File: src/rtl/core/sbb_pkg.sv
`timescale 1ns / 1ps

package sbb_pkg;

    localparam int MAX_WIDTH  = 1024;
    localparam int MAX_HEIGHT = 1024;
    localparam int MAX_RADIUS = 15;
    localparam int TAPS       = 2 * MAX_RADIUS + 1;

    localparam int DIM_W    = 11;
    localparam int COL_W    = $clog2(MAX_WIDTH);
    localparam int SLOT_W   = $clog2(TAPS);
    localparam int RAD_W    = 4;
    localparam int PIX_W    = 8;
    localparam int CH_N     = 3;
    localparam int SUM_W    = PIX_W + SLOT_W;
    localparam int STEP_W   = $clog2(SUM_W);
    localparam int CFG_IDX_W = 2;
    localparam int STORE_AW = SLOT_W + COL_W;
    localparam int RGB_W    = CH_N * PIX_W;

    localparam logic [CFG_IDX_W-1:0] REG_IMAGE_WIDTH  = 2'd0;
    localparam logic [CFG_IDX_W-1:0] REG_IMAGE_HEIGHT = 2'd1;
    localparam logic [CFG_IDX_W-1:0] REG_RADIUS       = 2'd2;

    typedef logic [PIX_W-1:0] pix_t;
    typedef logic [CH_N-1:0][PIX_W-1:0] rgb_t;
    typedef logic [CH_N-1:0][SUM_W-1:0] sum_t;

    typedef enum logic [3:0] {
        S_IDLE,
        S_HSUM,
        S_HDIV_GO,
        S_HDIV_WAIT,
        S_VCHK,
        S_VSUM,
        S_VDIV_GO,
        S_VDIV_WAIT,
        S_EMIT
    } state_t;

    function automatic logic [SLOT_W-1:0] slot_sub(input logic [SLOT_W-1:0] base,
                                                   input logic [SLOT_W-1:0] d);
        logic [SLOT_W:0] s;
        s = {1'b0, base} + (SLOT_W+1)'(TAPS) - {1'b0, d};
        if (s >= (SLOT_W+1)'(TAPS))
        begin
            s = s - (SLOT_W+1)'(TAPS);
        end
        return s[SLOT_W-1:0];
    endfunction

    function automatic logic [SLOT_W-1:0] slot_inc(input logic [SLOT_W-1:0] s);
        return (s == SLOT_W'(TAPS - 1)) ? '0 : s + 1'b1;
    endfunction

endpackage

File: src/rtl/core/sbb_div.sv
`timescale 1ns / 1ps

module sbb_div (
    input  logic                         clk,
    input  logic                         rst_n,
    input  logic                         start,
    input  logic [sbb_pkg::SLOT_W-1:0]   divisor,
    input  sbb_pkg::sum_t                dividend,
    output logic                         done,
    output sbb_pkg::rgb_t                quotient
);

    import sbb_pkg::*;

    logic              busy_reg;
    logic              done_reg;
    logic [STEP_W-1:0] step_reg;
    sum_t              num_reg;
    logic [CH_N-1:0][SLOT_W-1:0] rem_reg;
    sum_t              num_next;
    logic [CH_N-1:0][SLOT_W-1:0] rem_next;
    logic [SLOT_W:0]   trial;

    always_comb
    begin
        num_next = num_reg;
        rem_next = rem_reg;
        trial    = '0;
        for (int i = 0; i < CH_N; i++)
        begin
            trial = {rem_reg[i], num_reg[i][SUM_W-1]};
            if (trial >= {1'b0, divisor})
            begin
                rem_next[i] = SLOT_W'(trial - {1'b0, divisor});
                num_next[i] = {num_reg[i][SUM_W-2:0], 1'b1};
            end
            else
            begin
                rem_next[i] = trial[SLOT_W-1:0];
                num_next[i] = {num_reg[i][SUM_W-2:0], 1'b0};
            end
        end
    end

    always_ff @(posedge clk or negedge rst_n)
    begin
        if (!rst_n)
        begin
            busy_reg <= 1'b0;
            done_reg <= 1'b0;
            step_reg <= '0;
        end
        else
        begin
            done_reg <= 1'b0;
            if (start)
            begin
                busy_reg <= 1'b1;
                step_reg <= '0;
            end
            else if (busy_reg)
            begin
                step_reg <= step_reg + 1'b1;
                if (step_reg == STEP_W'(SUM_W - 1))
                begin
                    busy_reg <= 1'b0;
                    done_reg <= 1'b1;
                end
            end
        end
    end

    always_ff @(posedge clk)
    begin
        if (start)
        begin
            num_reg <= dividend;
            rem_reg <= '0;
        end
        else if (busy_reg)
        begin
            num_reg <= num_next;
            rem_reg <= rem_next;
        end
    end

    always_comb
    begin
        for (int i = 0; i < CH_N; i++)
        begin
            quotient[i] = num_reg[i][PIX_W-1:0];
        end
    end

    assign done = done_reg;

endmodule

File: config.mk
export PLATFORM = sky130hd
export DESIGN_NAME = sbb_div
export DESIGN_NICKNAME = d
export VERILOG_FILES = /design/src/rtl/core/sbb_pkg.sv /design/src/rtl/core/sbb_div.sv
export SDC_FILE = /design/constraint.sdc
export NUM_CORES = 1
export LEC_CHECK = 0
export BUFFER_PORTS_ARGS = -buffer_cell sky130_fd_sc_hd__buf_2
export CORE_MARGIN = 3
export CORE_UTILIZATION = 40
export CTS_CLUSTER_SIZE = 25
export DETAILED_ROUTE_END_ITERATION = 8
export PLACE_DENSITY = 0.71
export SYNTH_ARGS = -nofsm -noshare
export SYNTH_HDL_FRONTEND = slang
export SYNTH_SLANG_ARGS = --single-unit
File: constraint.sdc
create_clock -name clk -period 4.05 [get_ports clk]
set_input_delay 0.81 -clock clk [delete_from_list [all_inputs] [get_ports clk]]
set_output_delay 0.81 -clock clk [all_outputs]
set_load 0.01 [all_outputs]
### After elaboration in Yosys (flattened, before gate mapping)

Cells that the tools add are included.

* reductions and logical operators: 1
* eq/ne operators: 1
* add/subtract/negate cells: 4
* mux-type cells: 16
* order comparisons: 3

Operators with widths (count)
* $mux W39: 2
* $ge A6 B5 Y1: 3
* $mux W5: 3
* $sub A5 B5 Y5: 3
* $mux W1: 9
* $mux W4: 2
* $add A4 B1 Y4 const B: 1
* $eq A4 B4 Y1 const B: 1
* $reduce_bool A2 Y1: 1

* bits in registers: 60
* bits of input ports: 47
* output and inout bits: 25

### Depth between registers and ports, before layout

* word-level depth: 4
* gate-level depth with buffers: 8

### Least setup slack after synthesis

OpenSTA, ideal clock, no wires.

* path type: input-to-reg
* start point: input start
* end point: register num_reg[10] (netlist name) (enable)
* path buffers: 2
* slack: 1.407 ns
* required time: 3.521 ns
* library setup time: 0.529 ns
* data arrival time: 2.114 ns
* stages: 4
* cells stage by stage: inv_1 clkbuf_1 clkbuf_1 nand2_1

* cells in the longest elaborated chain, start to end: 1

RTL lines
* start, declared: line sbb_div.sv:6 `input logic start,`
* $reduce_bool A2 Y1 (no line)
* end signal, assigned: line sbb_div.sv:77 `num_reg <= dividend;`
* end signal, assigned: line sbb_div.sv:82 `num_reg <= num_next;`
* end, declared: line sbb_div.sv:18 `sum_t num_reg;`

Every way passes these cells.
A chain may end at the register's enable or synchronous reset.

### Worst setup path in the final report

* start point: input divisor[0] (netlist name)
* end point: register num_reg (netlist bit quotient[0]), data pin

* cells in the longest elaborated chain, start to end: 4

RTL lines
* start, declared: line sbb_div.sv:7 `input logic [sbb_pkg::SLOT_W-1:0] divisor,`
* $ge A6 B5 Y1: line sbb_div.sv:32 `if (trial >= {1'b0, divisor})`
* $mux W1: line sbb_div.sv:32
* $mux W39: line sbb_div.sv:80 `else if (busy_reg)`
* $mux W39: line sbb_div.sv:75 `if (start)`

Every way passes these cells. The select of a mux whose other input is x is not followed.

==> impl_metrics.json <==
{
  "status": "complete, no violations",
  "ant_nets": 0,
  "routabilityCongestion": 0.912,
  "dieArea_um2": 9570,
  "num_vias": 2358,
  "muxShareOfSynthArea": 0.136,
  "die_w_um": 97.8,
  "largest_reg_flops": 24,
  "p_int_w": 0.00141,
  "synth_edf_count": 39,
  "numCtsBuffers": 9,
  "grtUsageTotal": 0.147,
  "peakVddDrop_uv": 252,
  "power_density_nw_per_um2": 544,
  "clkPwrFrac": 0.253,
  "synth_ff_type": "edfxtp_1",
  "initial_core_util": 0.423,
  "viasPerCell": 5.29,
  "fin_crit_ns": 2.48,
  "synth_top_family_by_area": "multiplexers",
  "synth_compound_area_frac": 0.0976,
  "p_comb_frac": 0.331,
  "clk_latency_ns": 0.33,
  "seqPwrFrac": 0.417,
  "num_io_pins": 72,
  "antenna_cells": 0,
  "r2r-end": "quotient[0]$_DFFE_PP_",
  "crit_required_ns": 4.13,
  "critPathArrivalTime_ns": 2.56,
  "seq_area_frac_synth": 0.481,
  "syn_area_per_cell_um2": 11.7,
  "drive_gt1_frac": 0.390,
  "cts_max_path_buffers": 2,
  "fin_tns_setup_ns": 0,
  "fp-row-count": 32,
  "skew_ns": 0.00775,
  "r2r-start": "num_reg[12]$_DFFE_PP_",
  "cts_num_sinks": 60,
  "cp-end-kind": "flop",
  "path_max_fanout": 8,
  "synth_nets": 356,
  "nets": 406,
  "rr_worst_depth": 8,
  "wl_per_cell_um": 15.2,
  "drtIter0Drc": 88,
  "crit_type": "input pin to flop",
  "core_area_um2": 7970,
  "async_flop_share": 0.100,
  "sw_frac_of_total": 0.328,
  "finalMaxSlewViolations": 0,
  "maxCapViolations": 0,
  "overflow": 0,
  "most-common-layout-cells": "71 x buf_2, 39 x mux2_2, 39 x edfxtp_1",
  "start_kind": "input pin",
  "post_cts_buffers": 0,
  "first_global_vias": 2409,
  "rsz0062_at_grt": "no",
  "yosys_warnings": 0,
  "grt_max_degree": 41,
  "dp_hpwl_um": 4740,
  "holdWs_ns": 0.288,
  "place_area_um2": 3660,
  "antenna_found_initial": 0,
  "htree_levels": 3,
  "r2r_setup_slack_ns": 1.68,
  "ctsRootBufferMaster": "clkbuf_8",
  "synthAdderAreaFrac": 0.0809,
  "p_switching_w": 0.000686,
  "synthCells": 289,
  "layout_commonest_cell": "buf_2",
  "synth_xor_xnor_area_share": 0.0234,
  "cellLeakagePower_nw": 1.71,
  "yosysUniqueCellTypes": 48,
  "clk_pin_slew_ns": 0.07,
  "finalHoldViolCount": 0,
  "wl_um": 6790,
  "yosys.area_share.simple": 0.0968,
  "grt_pass1_wl_um": 11400,
  "ys_seq_elements": 60,
  "cts_resized": 0,
  "syn_area_um2": 3370,
  "chipHeight_um": 97.8,
  "max_freq_ghz": 0.403,
  "slew_headroom": 0.363,
  "dr.pass1.iters": 4,
  "tightest_slew_ns": 0.953,
  "cts_tree": "built",
  "drc": 0,
  "finalCritPeriodShare": 0.613,
  "setup_viol": 0,
  "cts-hold-fix-buffers": 0,
  "portBuffers": 71,
  "finalInstanceArea_um2": 3850,
  "worstHoldPathType": "input pin to async pin",
  "area_growth_pct": 14.1
}
-- worst max-delay path, cell delays in order --
cell and delay (ns):
buf_2 0.11, ha_1 0.14, inv_1 0.06, fa_1 0.39, a211oi_1 0.33, nor3b_2 0.16, or2_4 0.29, mux2_2 0.26
-- power groups by stage --
stage | Sequential [W] | Clock (W) | Combinational, W
2_1_floorplan | 0.000857 | 0 | 0.000574
3_3_place_gp | 0.000881 | 0 | 0.000665
3_5_place_dp | 0.000882 | 0 | 0.000682
4_1_cts | 0.000873 | 0.000544 | 0.000688
5_1_grt | 0.000890 | 0.000572 | 0.000768
6_report | 0.000873 | 0.000529 | 0.000692
-- how the worst max path moves through the flow --
stage	start	slack, ns	depth (start not counted)	end
detailed placement	divisor[0]	1.23	8	quotient[0]$_DFFE_PP_
CTS	divisor[0]	1.59	8	quotient[0]$_DFFE_PP_
global route	divisor[0]	1.47	8	quotient[16]$_DFFE_PP_
finish	divisor[0]	1.57	8	quotient[0]$_DFFE_PP_
floorplan	start	1.41	4	num_reg[10]$_DFFE_PP_
global placement	divisor[0]	1.26	8	quotient[0]$_DFFE_PP_
-- metrics by stage --
step           setup slack, ns   util  total power (W)  std cells
6_report                  1.57  0.483          0.00209        446
2_1_floorplan             1.41      -          0.00143        289
5_1_grt                   1.47  0.483          0.00223        446
4_1_cts                   1.59  0.483          0.00210        446
3_5_place_dp              1.23  0.459          0.00156        430
3_3_place_gp              1.26  0.459          0.00155        430
-- logic make-up (layout without fill, tap and decap cells) --
| kind of cell | after synthesis | in the layout |
|---|---|---|
| DFF | 60 | 60 |
| buffers and inverters | 51 | 106 |
| adders and majority gates | 20 | 20 |
| and+or+nand+nor | 64 | 64 |
| muxes | 41 | 41 |
| AOI/OAI and AO/OA | 44 | 44 |
| xor gates and xnor gates | 9 | 9 |
-- metal layers --
metal / track usage / wire (um)
met5: 0 / 0
met4: 0.0501 / 148
met3: 0.0471 / 361
met2: 0.237 / 3180
met1: 0.187 / 3100
-- synthesized netlist by cell type (5+ instances only) --
library cell  number  area [um2]
buf_4             24         180
a311oi_1           5        43.8
clkbuf_1           5        18.8
mux2_2            39         439
and3_1             7        43.8
inv_1             15        56.3
edfxtp_1          39        1170
dfrtp_1            6         150
nand2_1           17        63.8
dfxtp_1           15         300
ha_1              17         213
a21oi_1            5        25.0
xnor2_1            5        43.8
o21ai_0            7        35.0
nand3_1            6        30.0
nor2_1            16        60.1
-- cell type report --
class                           instances  area [um2]
Fill cell                             719        4120
Sequential cell                        60        1620
Multi-Input combinational cell        178        1470
Timing Repair Buffer                   74         378
Clock buffer                           10         128
Tap cell                              102         128
Clock inverter                          6        63.8
Inverter                               16        60.1
(Power assumes the default switching activity.)
