**src/rtl/core/sbb_ram.sv**
```systemverilog
`timescale 1ns / 1ps

module sbb_ram #(
    parameter int ADDR_W = 5,
    parameter int DATA_W = 24
) (
    input  logic              clk,
    input  logic              we,
    input  logic [ADDR_W-1:0] waddr,
    input  logic [DATA_W-1:0] wdata,
    input  logic [ADDR_W-1:0] raddr,
    output logic [DATA_W-1:0] rdata
);

    logic [DATA_W-1:0] mem [(1 << ADDR_W)];
    logic [DATA_W-1:0] rdata_reg;

    always_ff @(posedge clk)
    begin
        if (we)
        begin
            mem[waddr] <= wdata;
        end
        rdata_reg <= mem[raddr];
    end

    assign rdata = rdata_reg;

endmodule

```
**config.mk**
```make
export PLATFORM = sky130hd
export DESIGN_NAME = sbb_ram
export DESIGN_NICKNAME = d
export VERILOG_FILES = /design/src/rtl/core/sbb_ram.sv
export SDC_FILE = /design/constraint.sdc
export NUM_CORES = 1
export LEC_CHECK = 0
export ABC_AREA = 0
export ABC_CLOCK_PERIOD_IN_PS = 2850
export BUFFER_PORTS_ARGS = -buffer_cell sky130_fd_sc_hd__buf_2
export CAP_MARGIN = 5
export CORE_MARGIN = 10
export CORE_UTILIZATION = 50
export CTS_BUF_LIST = sky130_fd_sc_hd__clkbuf_8 sky130_fd_sc_hd__clkbuf_16
export CTS_CLUSTER_DIAMETER = 50
export DETAILED_ROUTE_END_ITERATION = 12
export PLACE_DENSITY = 0.66
export SLEW_MARGIN = 20
export SYNTH_ARGS = -nofsm -noshare
export SYNTH_HDL_FRONTEND = slang
export SYNTH_SLANG_ARGS = --single-unit
```
**constraint.sdc**
```tcl
create_clock -name clk -period 2.85 [get_ports clk]
set_input_delay 0.285 -clock clk [delete_from_list [all_inputs] [get_ports clk]]
set_output_delay 0.285 -clock clk [all_outputs]
set_load 0.005 [all_outputs]
```
Yosys cells after proc, flatten, opt, wreduce, memory -nomap -nowiden
Memories as Yosys holds them, arrays and structs flattened. A register that Yosys moved wholly into a read port is not among the register bits.
Index checks and enable logic that the tools add are counted.
W data, S select, Z words.
- input bits: 36
- flip-flop bits (word level): 0
- bits in writable memories: 768
- memories: 1
- logic and storage cells: 3
- multiplexer cells: 2
- memories (memory ; words ; bits a word ; read ports ; clocked after memory_dff ; wr ports ; RTL line ; text):
    mem ; 32 ; 24 ; 1 ; 1 ; 1 ; 15 ; logic [DATA_W-1:0] mem [(1 << ADDR_W)];
- operator list (operator ; number):
    $mux W1 ; 2

Logic depth before layout (Yosys ltp)
Gate-level depths: netlist of the first run.
- word-level depth: 2
- gate-level depth with buffers: 8
- depth with buffers taken out: 5

Worst setup path before layout of the first run
Ideal clock, no wire load.
- path kind: input port to flip-flop
- from: input waddr[1]
- to: memory mem[12][0] (enable)
- data arrival time: 1.967 ns
- stages: 3
- setup time: 0.405 ns
- required time: 2.445 ns
- path slack: 0.478 ns
- path through: or3b_2 > clkbuf_1 > nor2_1
- RTL lines (element ; RTL line ; text):
    start: declaration ; 9 ; input logic [ADDR_W-1:0] waddr,
    end: declaration ; 15 ;
Straight into the memory's write port.

==> impl_metrics.xml, run 1 <==
<?xml version="1.0" encoding="UTF-8"?>
<metrics>
  <group name="routing">
    <metric name="firstDrtPassIters" unit="">6</metric>
    <metric name="avgRoutedWirePerCell" unit="um">26.2</metric>
    <metric name="route.final.wire_length" unit="mm">70.2</metric>
    <metric name="antenna_violating_nets_remaining" unit="">0</metric>
    <metric name="remaining_drc_errors" unit="">0</metric>
    <metric name="drt_iter0_drc" unit="">1686</metric>
    <metric name="viasPerCell" unit="">5.95</metric>
    <metric name="routed-via-count" unit="">15900</metric>
  </group>
  <group name="cts">
    <metric name="path_clk_slew" unit="ps">60</metric>
    <metric name="tritoncts.num_buffers" unit="">82</metric>
    <metric name="ctsRootBufferMaster" unit="">clkbuf_16</metric>
    <metric name="cts_resized" unit="">0</metric>
    <metric name="htreeDepth" unit="">3</metric>
    <metric name="cts_tree" unit="">yes</metric>
    <metric name="insertion_delay" unit="ps">610</metric>
    <metric name="postCtsSetupRepairBufs" unit="">0</metric>
    <metric name="clock_sinks" unit="">792</metric>
    <metric name="cts-hold-fix-buffers" unit="">0</metric>
    <metric name="clockBufferDepth" unit="">3</metric>
  </group>
  <group name="global_routing">
    <metric name="grt_pass1_vias" unit="">16200</metric>
    <metric name="use_met3" unit="">0.0326</metric>
    <metric name="grt_pass1_wl" unit="mm">105</metric>
    <metric name="globalRoute.totalOverflow" unit="">0</metric>
    <metric name="grt_max_degree" unit="">57</metric>
    <metric name="grt.total_usage" unit="">0.198</metric>
    <metric name="globalRoute.busiestLayer" unit="">met2</metric>
    <metric name="groute.layer.met2.usage" unit="">0.312</metric>
    <metric name="grt_use_met1" unit="">0.281</metric>
    <metric name="antenna_found_initial" unit="">0</metric>
  </group>
  <group name="timing">
    <metric name="finalClockSkew" unit="ps">17.9</metric>
    <metric name="fmax" unit="MHz">561</metric>
    <metric name="timing.final.crit_period" unit="ps">1780</metric>
    <metric name="timing_max_transition_violations_final" unit="">0</metric>
    <metric name="setup_viol" unit="">0</metric>
    <metric name="worst_pin_slew" unit="ps">738</metric>
    <metric name="final_hold_viol_count" unit="">0</metric>
    <metric name="final.period_utilization" unit="">0.625</metric>
    <metric name="grt_setup_unrepaired" unit="">false</metric>
    <metric name="fin_setup_tns" unit="ps">0</metric>
    <metric name="slew_headroom" unit="">0.507</metric>
  </group>
  <group name="layout">
    <metric name="final_core_utilization" unit="">0.575</metric>
    <metric name="n_antenna_cell" unit="">0</metric>
    <metric name="drive_gt1_frac" unit="">0.152</metric>
    <metric name="synthToLayoutAreaGrowth" unit="%">13.9</metric>
    <metric name="design.final.nets" unit="">1868</metric>
    <metric name="largest_reg_flops" unit="">768</metric>
  </group>
  <group name="worst_setup_path">
    <metric name="largest_fanout_of_any_net_on_the_critical_path" unit="">31</metric>
    <metric name="most_frequent_cell_on_the_critical_path" unit="">buf_12</metric>
    <metric name="cp_cell_sequence" unit="">buf_8 -&gt; buf_12 -&gt; buf_12 -&gt; buf_12 -&gt; mux2i_1 -&gt; a22oi_1 -&gt; a31oi_1 -&gt; nand3_1</metric>
    <metric name="worst_path_dominant_cell_family" unit="">buffers and inverters</metric>
    <metric name="timing.critical_path.buf_inv" unit="">4</metric>
    <metric name="max_stage_delay" unit="ps">400</metric>
    <metric name="worstPathArrival" unit="ps">2250</metric>
    <metric name="critPathCaptureType" unit="">flip-flop</metric>
    <metric name="path_class" unit="">in2reg</metric>
    <metric name="slowest_cell_on_crit_path" unit="">a31oi_1</metric>
    <metric name="data_required_time_at_the_worst_endpoint" unit="ps">3320</metric>
    <metric name="worstSetupStartpointType" unit="">input pin</metric>
  </group>
  <group name="synthesis">
    <metric name="synth_seq_area_share" unit="">0.772</metric>
    <metric name="postSynthRegisterBits" unit="">792</metric>
    <metric name="syn-num-nets" unit="">1747</metric>
    <metric name="synth_top_cell_by_area" unit="">edfxtp_1</metric>
    <metric name="yosysWarningCount" unit="">0</metric>
    <metric name="synth.cell_area" unit="sq mm">0.0305</metric>
    <metric name="synth_largest_type_area_fraction" unit="">0.757</metric>
    <metric name="post_synth_num_cell_types" unit="">24</metric>
    <metric name="netlist_instances" unit="">1711</metric>
    <metric name="syn_avg_cell_area" unit="sq um">17.8</metric>
    <metric name="synth_area_leaders" unit="">edfxtp_1, mux2i_1, a22oi_1</metric>
  </group>
  <group name="floorplanning">
    <metric name="die-area" unit="sq mm">0.0712</metric>
    <metric name="rows" unit="">90</metric>
    <metric name="starting_density" unit="">0.505</metric>
    <metric name="pin_count" unit="">60</metric>
    <metric name="overall_die_height" unit="um">267</metric>
    <metric name="dieWidth" unit="um">267</metric>
    <metric name="core_area" unit="sq mm">0.0604</metric>
  </group>
  <group name="power">
    <metric name="vdd_drop_max" unit="uV">506</metric>
    <metric name="cellPowerDensity" unit="mW/mm^2">710</metric>
    <metric name="power_leakage" unit="nW">12.2</metric>
  </group>
  <group name="placement">
    <metric name="dp_hpwl" unit="mm">39.5</metric>
    <metric name="port_buffers" unit="">59</metric>
    <metric name="gp_congestion" unit="">0.800</metric>
  </group>
  <group name="job">
    <metric name="max_cap_viols" unit="">0</metric>
  </group>
  <group name="status">
    <metric name="outcome" unit="">finished clean</metric>
  </group>
  <group name="min_path">
    <metric name="hp-class" unit="">in2reg</metric>
  </group>
</metrics>
-- cells in the mapped netlist, drive strengths merged --
library cell  instances
dfxtp                24
mux2i               384
edfxtp              768
nand3b                5
or2                   1
clkbuf               30
a31oi                24
nand3                74
nand2b                2
and2                  1
or3b                  3
nand2                74
a22oi                72
nor3                 24
a21oi                72
nor2                 34
buf                  68
nor2b                 2
or3                   1
a22o                 48
-- layout by cell type, fill, tap and decap left out, types with 3 or more instances in the layout --
cell,n
a21oi_1,72
a22o_1,48
a22oi_1,72
a31oi_1,24
buf_12,15
buf_2,58
buf_4,61
bufinv_16,7
clkbuf_16,85
clkbuf_8,3
clkinv_1,21
clkinv_2,9
dfxtp_1,24
edfxtp_1,768
inv_1,15
inv_6,5
mux2i_1,384
nand2_1,74
nand3_1,74
nand3b_1,5
nor2_2,20
nor2_4,13
nor3_1,24
or3b_2,3
-- worst register-to-register path, cell delays in order (launching register included) --
cell      delay, ps
edfxtp_1        360
mux2i_1         170
a22o_1          180
nor3_1           90
a31oi_1         480
nand3_1         160
-- where the power goes --
group	total, mW	internal [mW]	switching [mW]	leakage [nW]
Sequential	13.0	13.0	0.0681	7.12
Combinational	1.24	0.421	0.815	3.77
Clock	10.4	6.12	4.26	1.35
Total	24.6	19.5	5.14	12.2
-- per-stage QoR --
step / hold WS (ps) / setup WS, ps / power, mW / cells / cell area (sq um)
6_report: 188 / 1070 / 24.6 / 2680 / 34700
4_1_cts: 146 / 1120 / 24.8 / 2680 / 34700
2_1_floorplan: 384 / 478 / 13.9 / 1711 / 30500
5_1_grt: 197 / 1010 / 25.4 / 2680 / 34700
3_5_place_dp: 583 / 469 / 14.5 / 2530 / 32100
3_3_place_gp: 582 / 439 / 14.5 / 2530 / 32100
-- final cells by class --
class,instances,area [sq um]
repair buffers,135,1060
fillers,4523,25600
multi-input cells,821,6480
clock inverters,62,478
flip-flops and latches,792,23500
well taps,782,978
clock buffers,88,2170
-- final timing paths --
check	startpoint	end	slack, ps	depth (start not counted)
max	raddr[0]	rdata[20]	1070	8
max reg2reg	mem[2][9]	rdata[9]	1250	5
min reg2reg	mem[17][1]	rdata[1]	600	4
min	wdata[14]	mem[14][14]	190	1
-- kinds of logic after synthesis --
kind of cell | Yosys count | synth area share
AO/OA/AOI/OAI | 216 | 0.0483
buffers and inverters | 98 | 0.0204
flip-flops | 792 | 0.772
multiplexers | 384 | 0.126
AND/OR/NAND/NOR | 221 | 0.0329
-- per-layer routing --
metal | up-vias | routed length, um | part of all wire
li1 | 7025 | - | -
met1 | 8279 | 30900 | 0.44
met2 | 543 | 33300 | 0.47
met3 | 98 | 4710 | 0.067
met4 | 0 | 1350 | 0.019
met5 | - | 0 | 0
Note: power is estimated with default switching activity, not from simulation.
==> run 2: changes to the inputs <==
Settings changed: ABC_AREA 0 to 1, ABC_CLOCK_PERIOD_IN_PS 2850 to 1500, PLACE_DENSITY 0.66 to 0.68.
Clock period 2.85 ns to 1.5 ns, I/O delays scaled along.
==> impl_metrics.xml, run 2 <==
<?xml version="1.0" encoding="UTF-8"?>
<metrics>
  <group name="timing">
    <metric name="timing_max_transition_violations_final" unit="">0</metric>
    <metric name="final_hold_viol_count" unit="">0</metric>
    <metric name="grt_setup_unrepaired" unit="">false</metric>
    <metric name="timing.final.crit_period" unit="ps">1490</metric>
    <metric name="worst_pin_slew" unit="ps">649</metric>
    <metric name="setup_viol" unit="">0</metric>
    <metric name="finalClockSkew" unit="ps">27.7</metric>
    <metric name="slew_headroom" unit="">0.567</metric>
    <metric name="fmax" unit="MHz">672</metric>
    <metric name="final.period_utilization" unit="">0.992</metric>
  </group>
  <group name="synthesis">
    <metric name="post_synth_fa_ha_maj_area_fraction" unit="">0</metric>
    <metric name="post_synth_xor_area_fraction" unit="">0</metric>
    <metric name="netlist_instances" unit="">2665</metric>
    <metric name="synthTopCellsByCount" unit="">nand2_1, edfxtp_1, nand3_1, buf_2, buf_6</metric>
    <metric name="synthSimpleGateAreaFrac" unit="">0.224</metric>
    <metric name="yosysWarningCount" unit="">0</metric>
    <metric name="synth_top_flop_cell" unit="">edfxtp_1</metric>
    <metric name="synth_largest_type_area_fraction" unit="">0.726</metric>
    <metric name="synth_top_cell_by_area" unit="">edfxtp_1</metric>
    <metric name="syn-num-nets" unit="">2701</metric>
    <metric name="synth_enable_flop_cells" unit="">768</metric>
    <metric name="postSynthRegisterBits" unit="">792</metric>
    <metric name="muxShareOfSynthArea" unit="">0</metric>
    <metric name="yosysMostFrequentCell" unit="">nand2_1</metric>
    <metric name="synth_seq_area_share" unit="">0.741</metric>
    <metric name="syn_avg_cell_area" unit="sq um">11.9</metric>
    <metric name="synthArstFlopShare" unit="">0</metric>
    <metric name="synth_compound_area_frac" unit="">0</metric>
    <metric name="synth_area_leaders" unit="">edfxtp_1, nand2_1, nand3_1</metric>
    <metric name="largest_family_of_logic_cells_by_synthesized_area" unit="">simple AND/OR/NAND/NOR gates</metric>
    <metric name="post_synth_num_cell_types" unit="">14</metric>
    <metric name="synth.cell_area" unit="sq mm">0.0318</metric>
  </group>
  <group name="routing">
    <metric name="viasPerCell" unit="">5.70</metric>
    <metric name="drt_iter0_drc" unit="">2547</metric>
    <metric name="routed-via-count" unit="">21200</metric>
    <metric name="route.final.wire_length" unit="mm">85.0</metric>
    <metric name="avgRoutedWirePerCell" unit="um">22.9</metric>
    <metric name="firstDrtPassIters" unit="">7</metric>
    <metric name="antenna_violating_nets_remaining" unit="">0</metric>
    <metric name="remaining_drc_errors" unit="">0</metric>
  </group>
  <group name="worst_setup_path">
    <metric name="critPathCaptureType" unit="">output pin</metric>
    <metric name="worstSetupStartpointType" unit="">flip-flop</metric>
    <metric name="crit_start" unit="">rdata[5]</metric>
    <metric name="worst_r2r_path_depth" unit="">8</metric>
    <metric name="cp_cell_sequence" unit="">buf_2</metric>
    <metric name="timing.critical_path.buf_inv" unit="">1</metric>
    <metric name="worst_path_dominant_cell_family" unit="">flip-flops</metric>
    <metric name="worstPathArrival" unit="ps">1340</metric>
    <metric name="slowest_cell_on_crit_path" unit="">dfxtp_1</metric>
    <metric name="r2r_slack" unit="ps">310</metric>
    <metric name="worst_setup_path_endpoint" unit="">rdata[5]</metric>
    <metric name="critical_path_depth" unit="">1</metric>
    <metric name="reg2reg_to" unit="">rdata[12]</metric>
    <metric name="largest_fanout_of_any_net_on_the_critical_path" unit="">1</metric>
    <metric name="path_class" unit="">reg2out</metric>
    <metric name="max_stage_delay" unit="ps">510</metric>
    <metric name="data_required_time_at_the_worst_endpoint" unit="ps">1350</metric>
    <metric name="r2r_start" unit="">mem[13][12]</metric>
  </group>
  <group name="floorplanning">
    <metric name="rows" unit="">92</metric>
    <metric name="overall_die_height" unit="um">272</metric>
    <metric name="starting_density" unit="">0.504</metric>
    <metric name="pin_count" unit="">60</metric>
    <metric name="die-area" unit="sq mm">0.0740</metric>
    <metric name="dieWidth" unit="um">272</metric>
    <metric name="core_area" unit="sq mm">0.0630</metric>
  </group>
  <group name="job">
    <metric name="max_cap_viols" unit="">0</metric>
  </group>
  <group name="cts">
    <metric name="htreeDepth" unit="">3</metric>
    <metric name="path_clk_slew" unit="ps">70</metric>
    <metric name="cts_tree" unit="">yes</metric>
    <metric name="clockBufferDepth" unit="">3</metric>
    <metric name="tritoncts.num_buffers" unit="">84</metric>
    <metric name="insertion_delay" unit="ps">640</metric>
    <metric name="ctsRootBufferMaster" unit="">clkbuf_16</metric>
    <metric name="clock_sinks" unit="">792</metric>
  </group>
  <group name="layout">
    <metric name="largest_reg_flops" unit="">768</metric>
    <metric name="commonest_cells_after_routing_fill_and_taps_aside" unit="">nand2_1, edfxtp_1, nand3_1</metric>
    <metric name="layout_commonest_cell" unit="">nand2_1</metric>
    <metric name="multi_input_area" unit="sq mm">0.00724</metric>
    <metric name="synthToLayoutAreaGrowth" unit="%">18.1</metric>
    <metric name="drive_gt1_frac" unit="">0.134</metric>
    <metric name="final-instance-count-excl-fill" unit="">3717</metric>
    <metric name="sequential_cell_area" unit="sq mm">0.0235</metric>
    <metric name="n_antenna_cell" unit="">0</metric>
    <metric name="final.fill_count" unit="">4844</metric>
    <metric name="design.final.nets" unit="">2837</metric>
  </group>
  <group name="placement">
    <metric name="port_buffers" unit="">59</metric>
    <metric name="dp_cells" unit="">3556</metric>
    <metric name="dp_hpwl" unit="mm">49.8</metric>
    <metric name="gp_congestion" unit="">0.837</metric>
  </group>
  <group name="global_routing">
    <metric name="grt_pass1_vias" unit="">20400</metric>
    <metric name="grt_max_degree" unit="">77</metric>
    <metric name="grt.total_usage" unit="">0.227</metric>
    <metric name="antenna_found_initial" unit="">4</metric>
    <metric name="grt_pass1_wl" unit="mm">127</metric>
    <metric name="globalRoute.totalOverflow" unit="">0</metric>
  </group>
  <group name="min_path">
    <metric name="hp-class" unit="">in2reg</metric>
  </group>
  <group name="status">
    <metric name="outcome" unit="">finished clean</metric>
  </group>
  <group name="power">
    <metric name="cellPowerDensity" unit="mW/mm^2">1320</metric>
    <metric name="report.power.total" unit="mW">49.5</metric>
    <metric name="power_leakage" unit="nW">14.0</metric>
    <metric name="vdd_drop_max" unit="uV">1070</metric>
  </group>
</metrics>
## run 2: cell count changes after synthesis, moves of 7 or more
cell	previous run	this run
a31oi_1	24	0
clkbuf_1	29	13
a21oi_1	72	0
mux2i_1	384	0
nand2_1	74	1080
a22o_1	48	0
inv_1	0	7
nand3_1	74	588
nor3_1	24	0
buf_6	22	38
buf_2	29	99
a22oi_1	72	0
## run 2: cell type report
| type | count | area share |
|---|---|---|
| clock inverter | 67 | 0.0195 |
| tap | 846 | 0.0282 |
| clock buffer | 89 | 0.0585 |
| multi-input combinational | 1700 | 0.193 |
| inverter | 10 | 0.00153 |
| sequential | 792 | 0.628 |
| timing repair buffer | 213 | 0.0715 |
## run 2: worst min path at each step
stage,start,cells after the start,endpoint
global route,wdata[23],1,mem[14][23]
finish,wdata[18],1,mem[24][18]
detailed placement,rdata[19],1,rdata[19]
CTS,wdata[23],1,mem[14][23]
floorplan,wdata[0],0,mem[0][0]
global placement,rdata[21],1,rdata[21]
## run 2: routing by layer
metal	track usage	part of all wire	vias up
met5	0	0.00048	-
met4	0.0738	0.029	6
met3	0.0416	0.099	168
met2	0.364	0.47	1140
met1	0.312	0.40	10300
li1	-	-	9575
## run 2: per-stage QoR
stage | hold WS (ps) | setup TNS (ps) | worst slack [ps] | cell area, sq um | util
floorplan | 249 | -230830 | -375 | 31800 | -
global placement | 533 | -257 | -97.3 | 34500 | 0.548
detailed placement | 534 | -454 | -124 | 34500 | 0.548
CTS | 0.164 | 0 | 10.4 | 37500 | 0.596
global route | 31.1 | 0 | 1.57 | 37500 | 0.596
finish | 33.0 | 0 | 11.3 | 37500 | 0.596
## run 2: kinds of logic after synthesis
| kind of cell | after synthesis |
|---|---|
| buffers and inverters | 173 |
| DFF | 792 |
| and+or+nand+nor | 1700 |
## run 2: repair_timing
item                                    in CTS  in global routing
endpoints found under the setup margin       3                  0
setup buffers                                0                  0
hold buffers                                 5                  0
resized for setup                            3                  0
hold endpoints to repair                    72                  0
## run 2: power by group
part | internal [mW] | switching [mW] | total, mW | leakage, nW
Combinational | 1.00 | 2.10 | 3.10 | 5.37
Clock | 12.9 | 8.67 | 21.6 | 1.47
Sequential | 24.6 | 0.171 | 24.8 | 7.12
Total | 38.5 | 10.9 | 49.5 | 14.0
